## config.mk

```make
export PLATFORM = sky130hd
export DESIGN_NAME = sim_time_unit_scaler
export DESIGN_NICKNAME = d
export VERILOG_FILES = /design/src/hdl/stus_pkg.sv /design/src/hdl/stus_div.sv /design/src/hdl/sim_time_unit_scaler.sv
export VERILOG_INCLUDE_DIRS = /design/src /design/src/hdl
export SDC_FILE = /design/constraint.sdc
export NUM_CORES = 2
export LEC_CHECK = 0
export BUFFER_PORTS_ARGS = -buffer_cell sky130_fd_sc_hd__buf_4
export CAP_MARGIN = 30
export CORE_MARGIN = 2
export CORE_UTILIZATION = 60
export DETAILED_ROUTE_END_ITERATION = 6
export GPL_ROUTABILITY_DRIVEN = 0
export PLACE_DENSITY = 0.77
export SYNTH_ARGS = -nofsm -noshare
export SYNTH_HDL_FRONTEND = slang
export SYNTH_SLANG_ARGS = --single-unit
export TNS_END_PERCENT = 30
```

## constraint.sdc

```tcl
create_clock -name clock -period 29.2 [get_ports clock]
set_clock_uncertainty 0.2 [all_clocks]
set_input_delay 2.92 -clock clock [delete_from_list [all_inputs] [get_ports clock]]
set_output_delay 2.92 -clock clock [all_outputs]
set_load 0.005 [all_outputs]
```

## src/hdl/assert_macros.svh

```systemverilog
`ifndef ASSERT_MACROS_SVH
`define ASSERT_MACROS_SVH

// Clocked assertion on "clock", quiet during "reset".
`define ASSERT_CLK(label, prop, msg) \
   label: assert property (@(posedge clock) disable iff (reset) prop) else $error(msg);

// Clocked assertion that also holds during reset.
`define ASSERT_CLK_ALWAYS(label, prop, msg) \
   label: assert property (@(posedge clock) prop) else $error(msg);

`endif

```

## src/hdl/stus_pkg.sv

```systemverilog
`timescale 1ns / 1ps
`default_nettype none

package stus_pkg;

   localparam int TICK_WIDTH_DEF = 64;
   localparam int REAL_QBITS = 56;
   localparam int STEP_W = 7;

   localparam logic [1:0] CMD_TIME  = 2'd0;
   localparam logic [1:0] CMD_SHORT = 2'd1;
   localparam logic [1:0] CMD_REAL  = 2'd2;
   localparam logic [1:0] CMD_RAW   = 2'd3;

   localparam logic [4:0] PRECISION_RESET = 5'b10001;   // -15

   typedef struct packed {
      logic              start;
      logic [STEP_W-1:0] steps;
   } div_ctl_type;

   typedef struct packed {
      logic busy;
      logic done;
   } div_sts_type;

endpackage

`default_nettype wire

```

## src/hdl/stus_div.sv

```systemverilog
`timescale 1ns / 1ps
`default_nettype none

module stus_div #(
   parameter int TICK_WIDTH = stus_pkg::TICK_WIDTH_DEF,
   parameter int QW = stus_pkg::REAL_QBITS
) (
   input  wire logic                    clock,
   input  wire logic                    reset,
   input  wire stus_pkg::div_ctl_type   ctl,
   input  wire logic [TICK_WIDTH-1:0]   num,
   input  wire logic [63:0]             den,
   input  wire logic [63:0]             rem_init,
   output stus_pkg::div_sts_type        sts,
   output logic [QW-1:0]                quo,
   output logic [63:0]                  rem
);
   import stus_pkg::*;

   logic                  run_ff, run_in;
   logic                  done_ff, done_in;
   logic [STEP_W-1:0]     cnt_ff, cnt_in;
   logic [63:0]           r_ff, r_in;
   logic [TICK_WIDTH-1:0] n_ff, n_in;
   logic [QW-1:0]         q_ff, q_in;
   logic [63:0]           d_ff, d_in;
   logic [64:0]           trial;
   logic [64:0]           diff;
   logic                  ge;

   // one restoring step per cycle: bring down a dividend bit, try the subtract
   always_comb begin
      trial = {r_ff, n_ff[TICK_WIDTH-1]};
      diff  = trial - {1'b0, d_ff};
      ge    = trial >= {1'b0, d_ff};
      run_in  = run_ff;
      done_in = 1'b0;
      cnt_in  = cnt_ff;
      r_in    = r_ff;
      n_in    = n_ff;
      q_in    = q_ff;
      d_in    = d_ff;
      if (ctl.start) begin
         run_in = 1'b1;
         cnt_in = ctl.steps;
         r_in   = rem_init;
         n_in   = num;
         q_in   = '0;
         d_in   = den;
      end else if (run_ff) begin
         r_in   = ge ? diff[63:0] : trial[63:0];
         n_in   = {n_ff[TICK_WIDTH-2:0], 1'b0};
         q_in   = {q_ff[QW-2:0], ge};
         cnt_in = cnt_ff - 1'b1;
         if (cnt_ff == STEP_W'(1)) begin
            run_in  = 1'b0;
            done_in = 1'b1;
         end
      end
   end

   always_ff @(posedge clock) begin
      if (reset) begin
         run_ff  <= 1'b0;
         done_ff <= 1'b0;
      end else begin
         run_ff  <= run_in;
         done_ff <= done_in;
      end
      cnt_ff <= cnt_in;
      r_ff   <= r_in;
      n_ff   <= n_in;
      q_ff   <= q_in;
      d_ff   <= d_in;
   end

   assign sts.busy = run_ff;
   assign sts.done = done_ff;
   assign quo      = q_ff;
   assign rem      = r_ff;

endmodule

`default_nettype wire

```

## src/hdl/sim_time_unit_scaler.sv

```systemverilog
`timescale 1ns / 1ps
`default_nettype none
// Scales a simulation tick count to a scope's time unit by 10^(unit - precision).
// Request: start with req_command, req_tick_count, req_unit_order; a transaction
// is taken when start is high and busy is low. busy stays high while it works.
// Result: rsp_valid pulses for one cycle with rsp_time_value, rsp_is_real and
// rsp_result_width_is_32; the receiver cannot stall, so it must take it then.
// csr_we/csr_wdata write precision_order (signed 5 bits); write only while idle.
// Flow: raw, zero-tick real, and integer cases with exponent <= 0 or >= 20
// answer in the cycle after acceptance. Integer/short: the x10 multiply loop
// in PREP, then LOAD, the shared restoring divider in DIV, and FIN.
// Real: PREP runs the x10 loop and the normalize shifts (up to 4 bits a cycle)
// together, then RND rounds, then LOAD, DIV and FIN; with exponent <= 0 the
// divider is skipped and RND gives the result. One transaction at a time; a
// new one may be taken in the cycle its predecessor's result shows.
// Reset (synchronous, active high) returns to idle, drops rsp_valid and sets
// precision_order to -15.
module sim_time_unit_scaler #(
   parameter int TICK_WIDTH = stus_pkg::TICK_WIDTH_DEF
) (
   input  wire logic        clock,
   input  wire logic        reset,
   input  wire logic        start,
   output logic             busy,
   input  wire logic [1:0]  req_command,
   input  wire logic [63:0] req_tick_count,
   input  wire logic [4:0]  req_unit_order,
   input  wire logic        csr_we,
   input  wire logic [4:0]  csr_wdata,
   output logic             rsp_valid,
   output logic [63:0]      rsp_time_value,
   output logic             rsp_is_real,
   output logic             rsp_result_width_is_32
);
   import stus_pkg::*;

   localparam int QW = (TICK_WIDTH > REAL_QBITS) ? TICK_WIDTH : REAL_QBITS;

   localparam logic [2:0] ST_IDLE = 3'd0;
   localparam logic [2:0] ST_PREP = 3'd1;
   localparam logic [2:0] ST_RND  = 3'd2;
   localparam logic [2:0] ST_LOAD = 3'd3;
   localparam logic [2:0] ST_DIV  = 3'd4;
   localparam logic [2:0] ST_FIN  = 3'd5;

   localparam logic [52:0] MANT_ONE = {1'b1, 52'd0};

   logic [2:0]            state_ff, state_in;
   logic [4:0]            prec_ff, prec_in;
   logic [1:0]            cmd_ff, cmd_in;
   logic [TICK_WIDTH-1:0] tick_ff, tick_in;
   logic                  scale_ff, scale_in;
   logic [4:0]            cnt_ff, cnt_in;
   logic [63:0]           norm_ff, norm_in;
   logic [6:0]            ea_ff, ea_in;
   logic [63:0]           dint_ff, dint_in;
   logic [52:0]           mb_ff, mb_in;
   logic [6:0]            eb_ff, eb_in;
   logic [52:0]           ma_ff, ma_in;
   logic                  f_ff, f_in;
   logic                  rv_ff, rv_in;
   logic [63:0]           val_ff, val_in;
   logic                  real_ff, real_in;
   logic                  short_ff, short_in;

   logic                  accept;
   logic signed [6:0]     ex_in;
   logic [TICK_WIDTH-1:0] ticks_in;
   logic [63:0]           ticks64;

   // x10 with round-to-nearest-even on the divisor double
   logic [56:0]           p10;
   logic [52:0]           p_m;
   logic                  p_g, p_st, p_inc;
   logic [53:0]           p_sum;
   logic [6:0]            p_eadd;

   logic [52:0]           n_m;
   logic                  n_g, n_st, n_inc;
   logic [53:0]           n_sum;
   logic [6:0]            ea_r;
   logic [52:0]           ma_r;

   logic [55:0]           qr;
   logic [52:0]           q_m;
   logic                  q_g, q_st, q_inc;
   logic [53:0]           q_sum;
   logic [11:0]           q_exp;

   logic [TICK_WIDTH-1:0] qi, qi_rnd;
   logic                  half_up;
   logic                  prep_done;
   logic                  fge;

   div_ctl_type           div_ctl;
   div_sts_type           div_sts;
   logic [TICK_WIDTH-1:0] div_num;
   logic [63:0]           div_den;
   logic [63:0]           div_rem_init;
   logic [QW-1:0]         div_quo;
   logic [63:0]           div_rem;

   assign accept   = start && !busy;
   assign ticks_in = req_tick_count[TICK_WIDTH-1:0];
   assign ticks64  = 64'(ticks_in);
   assign ex_in    = signed'({{2{req_unit_order[4]}}, req_unit_order})
                   - signed'({{2{prec_ff[4]}}, prec_ff});

   always_comb begin
      p10 = (57'(mb_ff) << 3) + (57'(mb_ff) << 1);
      if (p10[56]) begin
         p_m    = p10[56:4];
         p_g    = p10[3];
         p_st   = |p10[2:0];
         p_eadd = 7'd4;
      end else begin
         p_m    = p10[55:3];
         p_g    = p10[2];
         p_st   = |p10[1:0];
         p_eadd = 7'd3;
      end
      p_inc = p_g & (p_st | p_m[0]);
      p_sum = {1'b0, p_m} + 54'(p_inc);

      n_m   = norm_ff[63:11];
      n_g   = norm_ff[10];
      n_st  = |norm_ff[9:0];
      n_inc = n_g & (n_st | n_m[0]);
      n_sum = {1'b0, n_m} + 54'(n_inc);
      ea_r  = ea_ff + 7'(n_sum[53]);
      ma_r  = n_sum[53] ? MANT_ONE : n_sum[52:0];

      qr    = div_quo[55:0];
      q_m   = qr[55:3];
      q_g   = qr[2];
      q_st  = qr[1] | qr[0] | (div_rem != 64'd0);
      q_inc = q_g & (q_st | q_m[0]);
      q_sum = {1'b0, q_m} + 54'(q_inc);
      q_exp = 12'd1022 + 12'(ea_ff) + 12'(f_ff) + 12'(q_sum[53]) - 12'(eb_ff);

      qi      = div_quo[TICK_WIDTH-1:0];
      half_up = div_rem >= (dint_ff >> 1);
      qi_rnd  = qi + TICK_WIDTH'(half_up);

      prep_done = (cnt_ff == 5'd0) && ((cmd_ff != CMD_REAL) || norm_ff[63]);
      fge       = ma_ff >= mb_ff;
   end

   always_comb begin
      state_in = state_ff;
      prec_in  = csr_we ? csr_wdata : prec_ff;
      cmd_in   = cmd_ff;
      tick_in  = tick_ff;
      scale_in = scale_ff;
      cnt_in   = cnt_ff;
      norm_in  = norm_ff;
      ea_in    = ea_ff;
      dint_in  = dint_ff;
      mb_in    = mb_ff;
      eb_in    = eb_ff;
      ma_in    = ma_ff;
      f_in     = f_ff;
      rv_in    = 1'b0;
      val_in   = val_ff;
      real_in  = real_ff;
      short_in = short_ff;
      div_ctl.start = 1'b0;
      div_ctl.steps = STEP_W'(TICK_WIDTH);
      div_num       = tick_ff;
      div_den       = dint_ff;
      div_rem_init  = '0;

      unique case (state_ff)
         ST_IDLE: begin
            if (accept) begin
               cmd_in   = req_command;
               tick_in  = ticks_in;
               scale_in = ex_in > 7'sd0;
               cnt_in   = (ex_in > 7'sd0) ? ex_in[4:0] : 5'd0;
               norm_in  = ticks64;
               ea_in    = 7'd63;
               dint_in  = 64'd1;
               mb_in    = MANT_ONE;
               eb_in    = 7'd0;
               real_in  = req_command == CMD_REAL;
               short_in = req_command == CMD_SHORT;
               case (req_command)
                  CMD_RAW: begin
                     val_in = ticks64;
                     rv_in  = 1'b1;
                  end
                  CMD_REAL: begin
                     if (ticks64 == 64'd0) begin
                        val_in = 64'd0;
                        rv_in  = 1'b1;
                     end else begin
                        state_in = ST_PREP;
                     end
                  end
                  default: begin
                     if (ex_in <= 7'sd0) begin
                        val_in = (req_command == CMD_SHORT) ? {32'd0, ticks64[31:0]}
                                                            : ticks64;
                        rv_in  = 1'b1;
                     end else if (ex_in >= 7'sd20) begin
                        val_in = 64'd0;
                        rv_in  = 1'b1;
                     end else begin
                        state_in = ST_PREP;
                     end
                  end
               endcase
            end
         end
         ST_PREP: begin
            if (cnt_ff != 5'd0) begin
               cnt_in  = cnt_ff - 5'd1;
               dint_in = (dint_ff << 3) + (dint_ff << 1);
               mb_in   = p_sum[53] ? MANT_ONE : p_sum[52:0];
               eb_in   = eb_ff + p_eadd + 7'(p_sum[53]);
            end
            if (!norm_ff[63]) begin
               if (norm_ff[63:60] == 4'd0) begin
                  norm_in = norm_ff << 4;
                  ea_in   = ea_ff - 7'd4;
               end else begin
                  norm_in = norm_ff << 1;
                  ea_in   = ea_ff - 7'd1;
               end
            end
            if (prep_done) begin
               state_in = (cmd_ff == CMD_REAL) ? ST_RND : ST_LOAD;
            end
         end
         ST_RND: begin
            ea_in = ea_r;
            ma_in = ma_r;
            if (scale_ff) begin
               state_in = ST_LOAD;
            end else begin
               val_in   = {1'b0, 11'(ea_r) + 11'd1023, ma_r[51:0]};
               rv_in    = 1'b1;
               state_in = ST_IDLE;
            end
         end
         ST_LOAD: begin
            div_ctl.start = 1'b1;
            if (cmd_ff == CMD_REAL) begin
               // keep ma below the divisor so the quotient has its top bit at 55
               f_in          = fge;
               div_ctl.steps = STEP_W'(REAL_QBITS);
               div_num       = '0;
               div_den       = fge ? {10'd0, mb_ff, 1'b0} : {11'd0, mb_ff};
               div_rem_init  = {11'd0, ma_ff};
            end
            state_in = ST_DIV;
         end
         ST_DIV: begin
            if (div_sts.done) begin
               state_in = ST_FIN;
            end
         end
         ST_FIN: begin
            if (cmd_ff == CMD_REAL) begin
               val_in = {1'b0, q_exp[10:0], q_sum[53] ? 52'd0 : q_sum[51:0]};
            end else if (cmd_ff == CMD_SHORT) begin
               val_in = {32'd0, 32'(qi_rnd)};
            end else begin
               val_in = 64'(qi_rnd);
            end
            rv_in    = 1'b1;
            state_in = ST_IDLE;
         end
         default: begin
            state_in = ST_IDLE;
         end
      endcase
   end

   always_ff @(posedge clock) begin
      if (reset) begin
         state_ff <= ST_IDLE;
         prec_ff  <= PRECISION_RESET;
         rv_ff    <= 1'b0;
      end else begin
         state_ff <= state_in;
         prec_ff  <= prec_in;
         rv_ff    <= rv_in;
      end
      cmd_ff   <= cmd_in;
      tick_ff  <= tick_in;
      scale_ff <= scale_in;
      cnt_ff   <= cnt_in;
      norm_ff  <= norm_in;
      ea_ff    <= ea_in;
      dint_ff  <= dint_in;
      mb_ff    <= mb_in;
      eb_ff    <= eb_in;
      ma_ff    <= ma_in;
      f_ff     <= f_in;
      val_ff   <= val_in;
      real_ff  <= real_in;
      short_ff <= short_in;
   end

   stus_div #(
      .TICK_WIDTH (TICK_WIDTH),
      .QW         (QW)
   ) u_div (
      .clock    (clock),
      .reset    (reset),
      .ctl      (div_ctl),
      .num      (div_num),
      .den      (div_den),
      .rem_init (div_rem_init),
      .sts      (div_sts),
      .quo      (div_quo),
      .rem      (div_rem)
   );

   assign busy                   = state_ff != ST_IDLE;
   assign rsp_valid              = rv_ff;
   assign rsp_time_value         = val_ff;
   assign rsp_is_real            = real_ff;
   assign rsp_result_width_is_32 = short_ff;

`include "assert_macros.svh"

   `ASSERT_CLK(a_flags_exclusive, rsp_valid |-> !(rsp_is_real && rsp_result_width_is_32), "real and short flags both set")
   `ASSERT_CLK(a_rsp_source, rsp_valid |-> $past(state_ff == ST_FIN || state_ff == ST_RND || accept), "result without a finishing step")
   `ASSERT_CLK(a_accept_progress, accept |=> (busy || rsp_valid), "accepted transaction went nowhere")
   `ASSERT_CLK(a_div_running, (state_ff == ST_DIV && !div_sts.done) |-> div_sts.busy, "waiting on an idle divider")
   `ASSERT_CLK_ALWAYS(a_reset_quiet, reset |=> !rsp_valid && !busy, "activity right after reset")

endmodule

`default_nettype wire

```

==> flow_metrics.tcl <==
set metrics [dict create \
    grtUsageMet2_pct 55.3 \
    mostFrequentLayoutCell "nand2_1" \
    cts_buffers 73 \
    clk_pin_slew_ns 0.06 \
    slew_violations 0 \
    core_area_um2 78600 \
    rows 103 \
    routed_via_density 6.62 \
    dr.pass1.iters 7 \
    initial_utilization_pct 60.4 \
    insertion_delay_ns 0.63 \
    syn_inst 5235 \
    finalNetCount 5661 \
    area_growth_pct 8.88 \
    io_buffer_count 147 \
    cp_common_cell "a21o_1" \
    cts_max_level 3 \
    grt_max_degree 85 \
    run_status "complete, but fails checks" \
    finalCriticalPeriod_ns 6.97 \
    die_x_um 285 \
    cts_tree "done" \
    async_flop_share_pct 0 \
    setup_tns_ns 0 \
    drc_errors 5 \
    dr.first_iter.drc_count 5967 \
    vias 42000 \
    grtUsageMet1_pct 47.3 \
    p_leak_uw 0.0205 \
    drive_above_1_share_pct 7.19 \
    r2r_setup_slack_ns 22.23 \
    cts_setup_buffers 0 \
    cts-resized-gates 0 \
    track_usage_pct 35.9 \
    max_freq_mhz 144 \
    dpl.hpwl_um 111000 \
    synth_edf_count 586 \
    fin_crit_sh_pct 23.9 \
    totalWireLength_um 151000 \
    overflow 0 \
    clock_sinks 661 \
    yosysWarnings 0 \
    cp-start-kind "register" \
    power_density_nw_per_um2 111 \
    boundaryPins 148 \
    cts_hold_buf 0 \
    hold_viol_final 0 \
    peakVddDrop_uv 78.1 \
    synth_nets 5649 \
    yosysSeqAreaShare_pct 40.2 \
    hp-class "register to register" \
    grt_pass1_wl_um 228000 \
    p_total_uw 5730 \
    worstSetupPathType "register to register" \
    ant_nets 0 \
    ys_types 103 \
    synth_ff_type "edfxtp_1" \
    die_h_um 285 \
    root_buffer "clkbuf_16" \
    grtUsageMet3_pct 8.67 \
    clockBufferDepth 3 \
    drv_cap 0 \
    netlist_area_um2 47500 \
    antenna_found_initial 8 \
    busiest_layer "met2" \
    finalSetupViolations 0 \
    maxSlewHeadroom_pct 23.3 \
    layout_common_cells "nand2_1, edfxtp_1, nor2_1" \
    syn_avg_cell_area_um2 9.07 \
    grt_pass1_vias 39300 \
    cp.required_ns 29.37 \
    ys_ff_latch 661 \
    slowest_delay_ns 0.73 \
    rsz0062_at_grt "false" \
    dieArea_um2 81400 \
    wl_per_cell_um 23.7 \
    fill_cells 6380 \
    crit_slowest_cell "ha_1" \
    critPathCaptureType "register" \
    tightest_slew_ns 1.15 \
    violations "DRC" \
    arrival_ns 7.13 \
    critPathMaxFanout 14 \
]
[registers in the layout (all words and copies together) (netlist names), 7 cells and up]
signal	count
u_div.d_ff	64
u_div.n_ff	64
norm_ff	64
mb_ff	53
u_div.cnt_ff	7
u_div.quo	64
ea_ff	7
rsp_time_value	64
u_div.rem	64
ma_ff	53
tick_ff	64
dint_ff	64
eb_ff	7
[final cells by class]
type	instances	area, µm²	area share [%]
clock buffers	88	1950	3.76
flip-flops and latches	661	19100	36.9
multi-input cells	4031	26300	50.9
repair buffers	193	1490	2.89
diodes	2	5.00	0.00968
well taps	1050	1310	2.54
inverters	287	1090	2.11
clock inverters	41	415	0.803
[cell families (layout without fill, tap and decap cells)]
family,Yosys count,in the layout,synth area share [%]
AND/OR/NAND/NOR,1844,1844,18.1
AO/OA/AOI/OAI,1261,1261,16.8
flip-flops,661,661,40.2
buffers and inverters,543,609,4.47
XOR/XNOR,394,394,7.30
adder cells (fa/ha/maj),334,334,8.93
multiplexers,198,198,4.19
other,0,2,0
[routing by layer]
metal	share of wire (%)	vias up	routed length (µm)
met4	5.8	8	8780
met1	38	19800	56900
met3	12	522	18400
met5	0.053	-	80
li1	-	19100	-
met2	44	2621	66300
[power by group]
| group | internal (µW) | total (µW) | switching (µW) |
|---|---|---|---|
| registers | 1380 | 1650 | 269 |
| logic | 1130 | 3140 | 2010 |
| clock network | 539 | 942 | 404 |
| total | 3050 | 5730 | 2680 |
[worst paths after layout]
path / startpoint / endpoint / cells past startpoint
worst min-delay path: prec_ff[2] / prec_ff[2] / 2
worst max register to register: u_div.rem[0] / rsp_time_value[58] / 30
worst min register to register: prec_ff[2] / prec_ff[2] / 2
worst max-delay path: u_div.rem[0] / rsp_time_value[58] / 30
[Yosys cell counts (40+ instances only)]
cell | number | area (µm²)
and3_1 | 66 | 413
a31oi_1 | 88 | 551
inv_1 | 283 | 1060
xnor2_1 | 231 | 2020
nand2_1 | 661 | 2480
nand3_1 | 121 | 606
mux2i_1 | 192 | 1920
nor3_1 | 87 | 435
edfxtp_1 | 586 | 17600
nand4_1 | 91 | 569
a21oi_1 | 313 | 1570
clkbuf_1 | 196 | 736
nor4_1 | 55 | 344
nand2b_1 | 44 | 275
and2_1 | 40 | 250
o21ai_0 | 361 | 1810
dfxtp_1 | 75 | 1500
nor2b_1 | 53 | 332
a21o_1 | 129 | 968
ha_1 | 326 | 4080
nor2_1 | 509 | 1910
xor2_1 | 161 | 1410
a211oi_1 | 44 | 330
[per-stage QoR]
| stage | hold slack, ns | cells | cell area (µm²) | worst slack, ns | util, % |
|---|---|---|---|---|---|
| finish | 0.295 | 6353 | 51700 | 22.23 | 65.8 |
| detailed placement | 0.280 | 6221 | 49300 | 22.21 | 62.8 |
| global placement | 0.272 | 6215 | 49200 | 22.37 | 62.6 |
| CTS | 0.296 | 6350 | 51700 | 22.18 | 65.8 |
| floorplan | 0.246 | 5235 | 47500 | 17.90 | - |
| global route | 0.329 | 6352 | 51700 | 21.81 | 65.8 |
[worst max-delay path, delay by kind of cell (launching register included)]
family,cells,cell delay [ns]
XOR/XNOR,1,0.08
AO/OA/AOI/OAI,12,1.92
AND/OR/NAND/NOR,11,2.35
adder cells (fa/ha/maj),3,1.25
buffers and inverters,3,0.53
flip-flops,1,0.38
No activity file was read; power rests on OpenSTA's default activity.
